### src/rtl/cdtd_pkg.sv
// Package for the disc track distance estimator.
// Holds the sequencer state type and the fixed arithmetic constants.
// No dependencies.
package cdtd_pkg;

    typedef enum logic [2:0] {
        ST_IDLE,
        ST_MIN,
        ST_SEC,
        ST_SCALE,
        ST_ROOT,
        ST_DIFF
    } cdtd_state_t;

    localparam int unsigned FRAMES_W = 20;
    localparam int unsigned MULB_W   = 16;
    localparam int unsigned RAD_W    = 36;
    localparam int unsigned ROOT_W   = RAD_W / 2;
    localparam int unsigned REM_W    = ROOT_W + 1;
    localparam int unsigned CNT_W    = 5;
    localparam int unsigned DELTA_W  = 15;
    localparam int unsigned ADD_W    = 12;

    localparam logic [MULB_W-1:0] SEC_PER_MIN = MULB_W'(60);
    localparam logic [MULB_W-1:0] FRM_PER_SEC = MULB_W'(75);
    localparam logic [MULB_W-1:0] GEO_SCALE   = MULB_W'(16'hBB3D);
    localparam logic [ADD_W-1:0]  GEO_OFFSET  = ADD_W'(16'h671F >> 3);
    localparam int unsigned       TRACK_SHIFT = 4;
    localparam logic [CNT_W-1:0]  ROOT_LAST   = CNT_W'(ROOT_W - 1);

endpackage

### src/rtl/cd_track_distance_estimator.sv
// An input is taken only while the sequencer is idle, after the previous result has entered the output
// register. Each time needs three passes through one shared multiply-add unit
// and 18 steps of a two-bit-per-cycle square root unit, run for both times in turn.
// The output register holds a result until it is taken, while the next item runs.
// Reset (rst_n low, asynchronous) returns the sequencer to idle and drops out_valid.
module cd_track_distance_estimator
    import cdtd_pkg::*;
(
    input  logic               clk,
    input  logic               rst_n,
    input  logic               in_valid,
    output logic               in_ready,
    input  logic [6:0]         from_min,
    input  logic [5:0]         from_sec,
    input  logic [6:0]         from_frame,
    input  logic [6:0]         to_min,
    input  logic [5:0]         to_sec,
    input  logic [6:0]         to_frame,
    output logic               out_valid,
    input  logic               out_ready,
    output logic signed [14:0] track_delta
);

    cdtd_state_t state_reg, state_next;
    logic                side_reg, side_next;
    logic [6:0]          from_min_reg, from_frame_reg, to_min_reg, to_frame_reg;
    logic [5:0]          from_sec_reg, to_sec_reg;
    logic [FRAMES_W-1:0] acc_reg, acc_next;
    logic [RAD_W-1:0]    rad_reg, rad_next;
    logic [REM_W-1:0]    rem_reg, rem_next;
    logic [ROOT_W-1:0]   root_reg, root_next;
    logic [ROOT_W-1:0]   root_from_reg, root_from_next;
    logic [CNT_W-1:0]    cnt_reg, cnt_next;
    logic                out_valid_reg, out_valid_next;
    logic [DELTA_W-1:0]  delta_reg, delta_next;

    logic                in_xfer;
    logic [6:0]          min_sel, frame_sel;
    logic [5:0]          sec_sel;
    logic [FRAMES_W-1:0] mul_a;
    logic [MULB_W-1:0]   mul_b;
    logic [ADD_W-1:0]    mul_c;
    logic [RAD_W-1:0]    mac;
    logic [REM_W+1:0]    rem_sh, trial;
    logic                take;
    logic [ROOT_W-1:0]   root_step;
    logic [ROOT_W:0]     diff;
    logic [ROOT_W:0]     mag;
    logic [DELTA_W-1:0]  mag_sh;

    assign in_ready    = (state_reg == ST_IDLE);
    assign in_xfer     = in_valid && in_ready;
    assign out_valid   = out_valid_reg;
    assign track_delta = delta_reg;

    assign min_sel   = side_reg ? to_min_reg   : from_min_reg;
    assign sec_sel   = side_reg ? to_sec_reg   : from_sec_reg;
    assign frame_sel = side_reg ? to_frame_reg : from_frame_reg;

    // Shared multiply-add unit
    always_comb
    begin
        unique case (state_reg)
            ST_MIN:
            begin
                mul_a = FRAMES_W'(min_sel);
                mul_b = SEC_PER_MIN;
                mul_c = ADD_W'(sec_sel);
            end
            ST_SEC:
            begin
                mul_a = acc_reg;
                mul_b = FRM_PER_SEC;
                mul_c = ADD_W'(frame_sel);
            end
            default:
            begin
                mul_a = acc_reg;
                mul_b = GEO_SCALE;
                mul_c = GEO_OFFSET;
            end
        endcase
    end

    assign mac = RAD_W'(mul_a * mul_b) + RAD_W'(mul_c);

    // Square root step: two radicand bits per cycle
    assign rem_sh    = {rem_reg, rad_reg[RAD_W-1 -: 2]};
    assign trial     = (REM_W+2)'({root_reg, 2'b01});
    assign take      = (rem_sh >= trial);
    assign root_step = {root_reg[ROOT_W-2:0], take};

    assign diff   = {1'b0, root_reg} - {1'b0, root_from_reg};
    assign mag    = diff[ROOT_W] ? ((ROOT_W+1)'(0) - diff) : diff;
    assign mag_sh = DELTA_W'(mag >> TRACK_SHIFT);

    always_ff @(posedge clk or negedge rst_n)
    begin
        if (!rst_n)
        begin
            state_reg     <= ST_IDLE;
            out_valid_reg <= 1'b0;
        end
        else
        begin
            state_reg     <= state_next;
            out_valid_reg <= out_valid_next;
        end
    end

    always_ff @(posedge clk)
    begin
        if (in_xfer)
        begin
            from_min_reg   <= from_min;
            from_sec_reg   <= from_sec;
            from_frame_reg <= from_frame;
            to_min_reg     <= to_min;
            to_sec_reg     <= to_sec;
            to_frame_reg   <= to_frame;
        end
        side_reg      <= side_next;
        acc_reg       <= acc_next;
        rad_reg       <= rad_next;
        rem_reg       <= rem_next;
        root_reg      <= root_next;
        root_from_reg <= root_from_next;
        cnt_reg       <= cnt_next;
        delta_reg     <= delta_next;
    end

    always_comb
    begin
        state_next     = state_reg;
        side_next      = side_reg;
        acc_next       = acc_reg;
        rad_next       = rad_reg;
        rem_next       = rem_reg;
        root_next      = root_reg;
        root_from_next = root_from_reg;
        cnt_next       = cnt_reg;
        delta_next     = delta_reg;
        out_valid_next = out_valid_reg && !out_ready;

        unique case (state_reg)
            ST_IDLE:
            begin
                if (in_xfer)
                begin
                    side_next  = 1'b0;
                    state_next = ST_MIN;
                end
            end
            ST_MIN:
            begin
                acc_next   = FRAMES_W'(mac);
                state_next = ST_SEC;
            end
            ST_SEC:
            begin
                acc_next   = FRAMES_W'(mac);
                state_next = ST_SCALE;
            end
            ST_SCALE:
            begin
                rad_next   = mac;
                rem_next   = '0;
                root_next  = '0;
                cnt_next   = ROOT_LAST;
                state_next = ST_ROOT;
            end
            ST_ROOT:
            begin
                rad_next  = {rad_reg[RAD_W-3:0], 2'b00};
                rem_next  = take ? REM_W'(rem_sh - trial) : REM_W'(rem_sh);
                root_next = root_step;
                cnt_next  = cnt_reg - CNT_W'(1);
                if (cnt_reg == '0)
                begin
                    if (!side_reg)
                    begin
                        root_from_next = root_step;
                        side_next      = 1'b1;
                        state_next     = ST_MIN;
                    end
                    else
                    begin
                        state_next = ST_DIFF;
                    end
                end
            end
            ST_DIFF:
            begin
                if (!out_valid_reg || out_ready)
                begin
                    delta_next     = diff[ROOT_W] ? (DELTA_W'(0) - mag_sh) : mag_sh;
                    out_valid_next = 1'b1;
                    state_next     = ST_IDLE;
                end
            end
            default:
            begin
                state_next = ST_IDLE;
            end
        endcase
    end

endmodule

### config.mk
export PLATFORM = sky130hd
export DESIGN_NAME = cd_track_distance_estimator
export DESIGN_NICKNAME = d
export VERILOG_FILES = /design/src/rtl/cdtd_pkg.sv /design/src/rtl/cd_track_distance_estimator.sv
export SDC_FILE = /design/constraint.sdc
export NUM_CORES = 1
export LEC_CHECK = 0
export BUFFER_PORTS_ARGS = -buffer_cell sky130_fd_sc_hd__buf_2
export CAP_MARGIN = 20
export CORE_MARGIN = 4
export CORE_UTILIZATION = 55
export DETAILED_ROUTE_END_ITERATION = 16
export PLACE_DENSITY = 0.84
export SLEW_MARGIN = 20
export SYNTH_ARGS = -nofsm -noshare
export SYNTH_HDL_FRONTEND = slang
export SYNTH_SLANG_ARGS = --single-unit
### constraint.sdc
create_clock -name clk -period 14.9 [get_ports clk]
set_input_delay 0.745 -clock clk [delete_from_list [all_inputs] [get_ports clk]]
set_output_delay 0.745 -clock clk [all_outputs]
set_load 0.05 [all_outputs]
After elaboration in Yosys (flattened, before gate mapping):

Index checks and enable logic that the tools add are counted.

* register bits: 176
* input bits: 44
* output and inout bits: 17
* word-level logic and storage cells: 70

* add/subtract/negate cells: 6
* multipliers: 1
* magnitude comparators: 1
* equal/unequal tests: 8
* muxes and demuxes: 23
* bitwise logic cells: 1
* reductions and logical operators: 14

Operators by type and width (number)
* one-hot mux 36 bit (2 select lines): 1
* 2-to-1 mux 19 bit: 2
* one-hot mux 19 bit (2 select lines): 1
* adder 36 x 12 -> 36 bit: 1
* multiplier 20 x 16 -> 36 bit: 1
* one-hot mux 18 bit (2 select lines): 1
* one-hot mux 16 bit (2 select lines): 1
* one-hot mux 12 bit (2 select lines): 1
* greater-or-equal comparator 21 x 20 -> 1 bit: 1
* 2-to-1 mux 20 bit: 1
* subtractor 1 x 19 -> 19 bit (first input constant): 1
* subtractor 18 x 18 -> 19 bit: 1
* subtractor 19 bit: 1
* one-hot mux 3 bit (6 select lines): 1
* 2-to-1 mux 15 bit: 1
* subtractor 1 x 15 -> 15 bit (first input constant): 1
* 2-to-1 mux 7 bit: 2
* 2-to-1 mux 3 bit: 4
* one-hot mux 5 bit (2 select lines): 1
* AND reduction 3 bit: 3
* equality test 3 x 2 -> 1 bit (second input constant): 2
* equality test 3 bit (second input constant): 2
* 2-to-1 mux 6 bit: 1
* logical NOT 5 bit: 1
* other kinds (14): 21

Depth between registers and ports, before layout:

* depth after elaboration: 5
* depth in mapped cells: 32
* mapped depth without buffers: 29

Least setup slack after synthesis:

OpenSTA, ideal clock, no wires.

* path kind: register to register
* from: register state_reg[2]
* to: register rad_reg[35], data pin
* setup time: 270 ps
* arrival time: 7342 ps
* required time: 14630 ps
* setup slack: 7288 ps
* stages on the path, launching flop included: 31
* path buffers: 3
* clock period less this slack: 7612 ps
* cell sequence: dfrtp_1 nor2_1 clkbuf_1 and2_0 nor2_1 clkbuf_1 buf_1 nand2_1 inv_1 fa_1 inv_1 fa_1 inv_1 fa_1 fa_1 fa_1 inv_1 fa_1 inv_1 ha_1 and3_1 nor4bb_1 a211o_1 a31oi_1 a21boi_0 o221a_2 o31ai_1 nor4_1 o31ai_1 xnor2_1 a21oi_1

* cells in the longest elaborated chain, start to end: 5
* elaborated cells on any way between the ends: 10
* those cells by class: add/sub: 1; mul: 1; eq/ne: 4; mux: 4

RTL lines
* start, declared: RTL line cd_track_distance_estimator.sv:24 `cdtd_state_t state_reg, state_next;`
* start signal, assigned: RTL line cd_track_distance_estimator.sv:106 `state_reg <= state_next;`
* equality test 3 x 2 -> 1 bit or equality test 3 x 1 -> 1 bit (tied branches): RTL line cd_track_distance_estimator.sv:63 `unique case (state_reg)`
* one-hot mux 16 bit (2 select lines) or 2-to-1 mux 20 bit (tied branches): RTL line cd_track_distance_estimator.sv:63
* multiplier 20 x 16 -> 36 bit: RTL line cd_track_distance_estimator.sv:85 `assign mac = RAD_W'(mul_a * mul_b) + RAD_W'(mul_c);`
* adder 36 x 12 -> 36 bit: RTL line cd_track_distance_estimator.sv:85
* one-hot mux 36 bit (2 select lines) *: RTL line cd_track_distance_estimator.sv:145 `unique case (state_reg)`
* named net rad_next[35]: RTL line cd_track_distance_estimator.sv:29 `logic [RAD_W-1:0] rad_reg, rad_next;`
* end signal, assigned: RTL line cd_track_distance_estimator.sv:124 `rad_reg <= rad_next;`
* end, declared: RTL line cd_track_distance_estimator.sv:29

Mark *: on every way through the listed nets, which the timed path passes. The rest lies on a longest branch.
A chain may end at the register's enable or synchronous reset.

Final worst setup path:

* from: register state_reg[0]
* to: register rad_reg[35], data pin

The elaborated chain is that of the path after synthesis.

==> results.py <==
metrics = {
    "cts": {
        "cts_hold_buf": 0,
        "htreeDepth": 4,
        "cts_setup_buffers": 0,
        "cts_buffer_depth": 2,
        "cts.repair.resized": 0,
        "cts_sinks": 176,
        "cts_made_buffers": 17,
        "clkTransAtPathRegs_ps": 70,
        "cts_root_buf": "clkbuf_16",
        "cts_tree": "built",
        "insertion_delay_ps": 440,
    },
    "sta": {
        "hold_viol_final": 0,
        "rsz0062_at_grt": "no",
        "relSlewSlack_pct": 32.7,
        "worst_slew_pin_slew_ps": 1010,
        "period_needed_ps": 9020,
        "setup_ws_ps": 5880,
        "slew_viol_final": 0,
        "fin_skew_ps": 12.0,
        "setup_viol": 0,
        "tns_ps": 0,
        "fmax_mhz": 111,
        "finalCritPeriodShare_pct": 60.5,
    },
    "setup_path": {
        "cp_common_cell": "fa_1",
        "cp-start-kind": "flop",
        "worstPathMaxFanout": 23,
        "worstPathArrival_ps": 9180,
        "end_kind": "flop",
        "critical_path.slowest_cell": "and2_0",
        "crit_path_max_incr_delay_ps": 810,
        "critical_path_class": "flop to flop",
        "worstPathRequired_ps": 15060,
    },
    "global_routing": {
        "track_usage_pct": 21.9,
        "grt_max_degree": 79,
        "overflow": 0,
        "antenna_found_initial": 0,
        "grt_pass1_wl_um": 63600,
        "grt_pass1_vias": 13200,
    },
    "power": {
        "switchingPower_w": 0.000201,
        "combPwrFrac_pct": 0.6,
        "vdd_drop_max_mv": 0.0715,
        "leakage_nw": 9.19,
        "powerDensity_nw_per_um2": 50.9,
        "switching_share_pct": 20.6,
        "p_seq_share_pct": 55.0,
        "pwr-share-clk_pct": 44.4,
        "internal_power_w": 0.000774,
    },
    "synth": {
        "yosysTopAreaCell": "edfxtp_1",
        "ys_top_cells_by_area": "edfxtp_1 29%, fa_1 22%, ha_1 13%, inv_1 8.8%, nand2_1 2.6%",
        "synth_edf_count": 172,
        "syn-num-nets": 2193,
        "synth_seq_cells": 176,
        "syn-instance-count": 1765,
        "synth-main-ff-cell": "edfxtp_1",
        "ys_types": 72,
        "synth-seq-area-share_pct": 29.5,
        "syn-cell-area_um2": 17800,
        "synth.avg_cell_area_um2": 10.1,
        "synth_warnings": 0,
        "async_flop_share_pct": 2.27,
        "synth_top_area_share_pct": 29.0,
    },
    "floorplanning": {
        "core_region_area_um2": 31800,
        "fp.dieW_um": 188,
        "fp.dieH_um": 188,
        "start_util_pct": 56.1,
        "fp.dieArea_um2": 35400,
        "row_count": 65,
        "ios": 61,
    },
    "final_layout": {
        "drive_gt1_share_pct": 7.34,
        "n_antenna_cell": 0,
        "final_cell_mix": "419 x inv_1, 197 x fa_1, 187 x ha_1",
        "largest_reg_flops": 36,
        "nNetsFinal": 2241,
        "final_common_cell": "inv_1",
        "fill_cells": 2470,
        "area_growth_pct": 7.37,
    },
    "route": {
        "first_pass_iters": 5,
        "ant_nets": 0,
        "drc_errors": 0,
        "via_count": 12300,
        "viasPerCell": 5.46,
        "drtIter0Drc": 863,
        "routed_wl_um": 37600,
        "drt-wirelength-per-cell_um": 16.6,
    },
    "placement": {
        "portBuffers": 60,
        "dpl_worst_slack_ps": 5970,
        "place_congestion": 0.951,
        "dp_hpwl_um": 30400,
    },
    "hold_path": {
        "min_path_type": "primary input to async pin",
    },
    "run": {
        "cap_violations": 0,
    },
    "run_status": {
        "outcome": "finished clean",
    },
}
==> synth_stat cells, drive strengths merged (6+ instances only) <==
cell type	count
a211oi	7
a21boi	6
a21o	22
a21oi	61
a31oi	10
and2	22
and3	33
buf	10
clkbuf	27
edfxtp	172
fa	197
ha	187
inv	419
mux2	9
mux2i	33
nand2	124
nand2b	12
nand3	20
nand4	7
nor2	112
nor2b	15
nor3	16
o211ai	7
o21a	19
o21ai	51
o21bai	7
o31ai	9
or2	9
xnor2	50
xor2	32
==> area by class of cell <==
class                      instances  area (um2)  area share [%]
timing repair buffer              66         345            1.80
sequential                       176        5270            27.5
tap                              435         544            2.84
clock buffer                      19         433            2.26
multi-input combinational       1131       10900            56.7
clock inverter                    13         128           0.667
inverter                         421        1580            8.25
==> worst max-delay path, delay by kind of cell, from the launching register on <==
| kind | cells | cell delay, ps |
|---|---|---|
| xor gates and xnor gates | 1 | 190 |
| buffers and inverters | 6 | 580 |
| and+or+nand+nor | 7 | 2390 |
| DFF | 1 | 480 |
| adders and majority gates | 7 | 3460 |
| AOI/OAI and AO/OA | 7 | 1620 |
==> per-layer routing <==
metal | vias up | GRT usage (%) | wire, um
met5 | - | 0 | 0
met4 | 0 | 7.09 | 1220
met3 | 81 | 3.56 | 1930
met2 | 368 | 39.0 | 18800
met1 | 6073 | 27.3 | 15600
li1 | 5823 | - | -
==> per-stage QoR <==
step	power [W]	instance area [um2]	instances	hold WS [ps]	util, %
global route	0.00100	19100	2261	110	60.2
finish	0.000975	19100	2261	109	60.2
detailed placement	0.000553	18600	2229	444	58.4
floorplan	0.000547	17800	1765	426	-
global placement	0.000553	18600	2228	430	58.4
CTS	0.000977	19100	2261	106	60.2
==> path summary, 6_finish.rpt <==
check                                     startpoint                          to  slack (ps)  depth (start not counted)
setup / recovery            state_reg[0]$_DFFE_PN0P_       rad_reg[35]$_DFFE_PP_        5880                         28
hold / removal                                 rst_n         out_valid$_DFF_PN0_         110                          1
setup reg to reg            state_reg[0]$_DFFE_PN0P_       rad_reg[35]$_DFFE_PP_        5880                         28
hold reg to reg            root_reg[0]$_SDFFCE_PN0P_  root_from_reg[1]$_DFFE_PP_         460                          0
max in group asynchronous                      rst_n    state_reg[2]$_DFFE_PN0P_       14660                          1
min in group clk           root_reg[0]$_SDFFCE_PN0P_  root_from_reg[1]$_DFFE_PP_         460                          0
==> power by group through the flow <==
stage / logic [W] / registers (W) / clock network (W)
after detailed placement: 0.00000570 / 0.000547 / 0
after floorplan: 0.00000000978 / 0.000547 / 0
after global placement: 0.00000540 / 0.000547 / 0
final: 0.00000577 / 0.000536 / 0.000433
after global routing: 0.00000627 / 0.000536 / 0.000459
after CTS: 0.00000581 / 0.000536 / 0.000435
==> kinds of logic (layout without fill, tap and decap cells) <==
family | Yosys count | count (layout) | share of synthesized area (%)
multiplexers | 42 | 42 | 2.42
AO/OA/AOI/OAI | 231 | 231 | 8.61
flip-flops | 176 | 176 | 29.5
XOR/XNOR | 82 | 82 | 4.07
buffers and inverters | 458 | 519 | 9.74
AND/OR/NAND/NOR | 392 | 392 | 10.4
adder cells (fa/ha/maj) | 384 | 384 | 35.2
(Power assumes the default switching activity.)
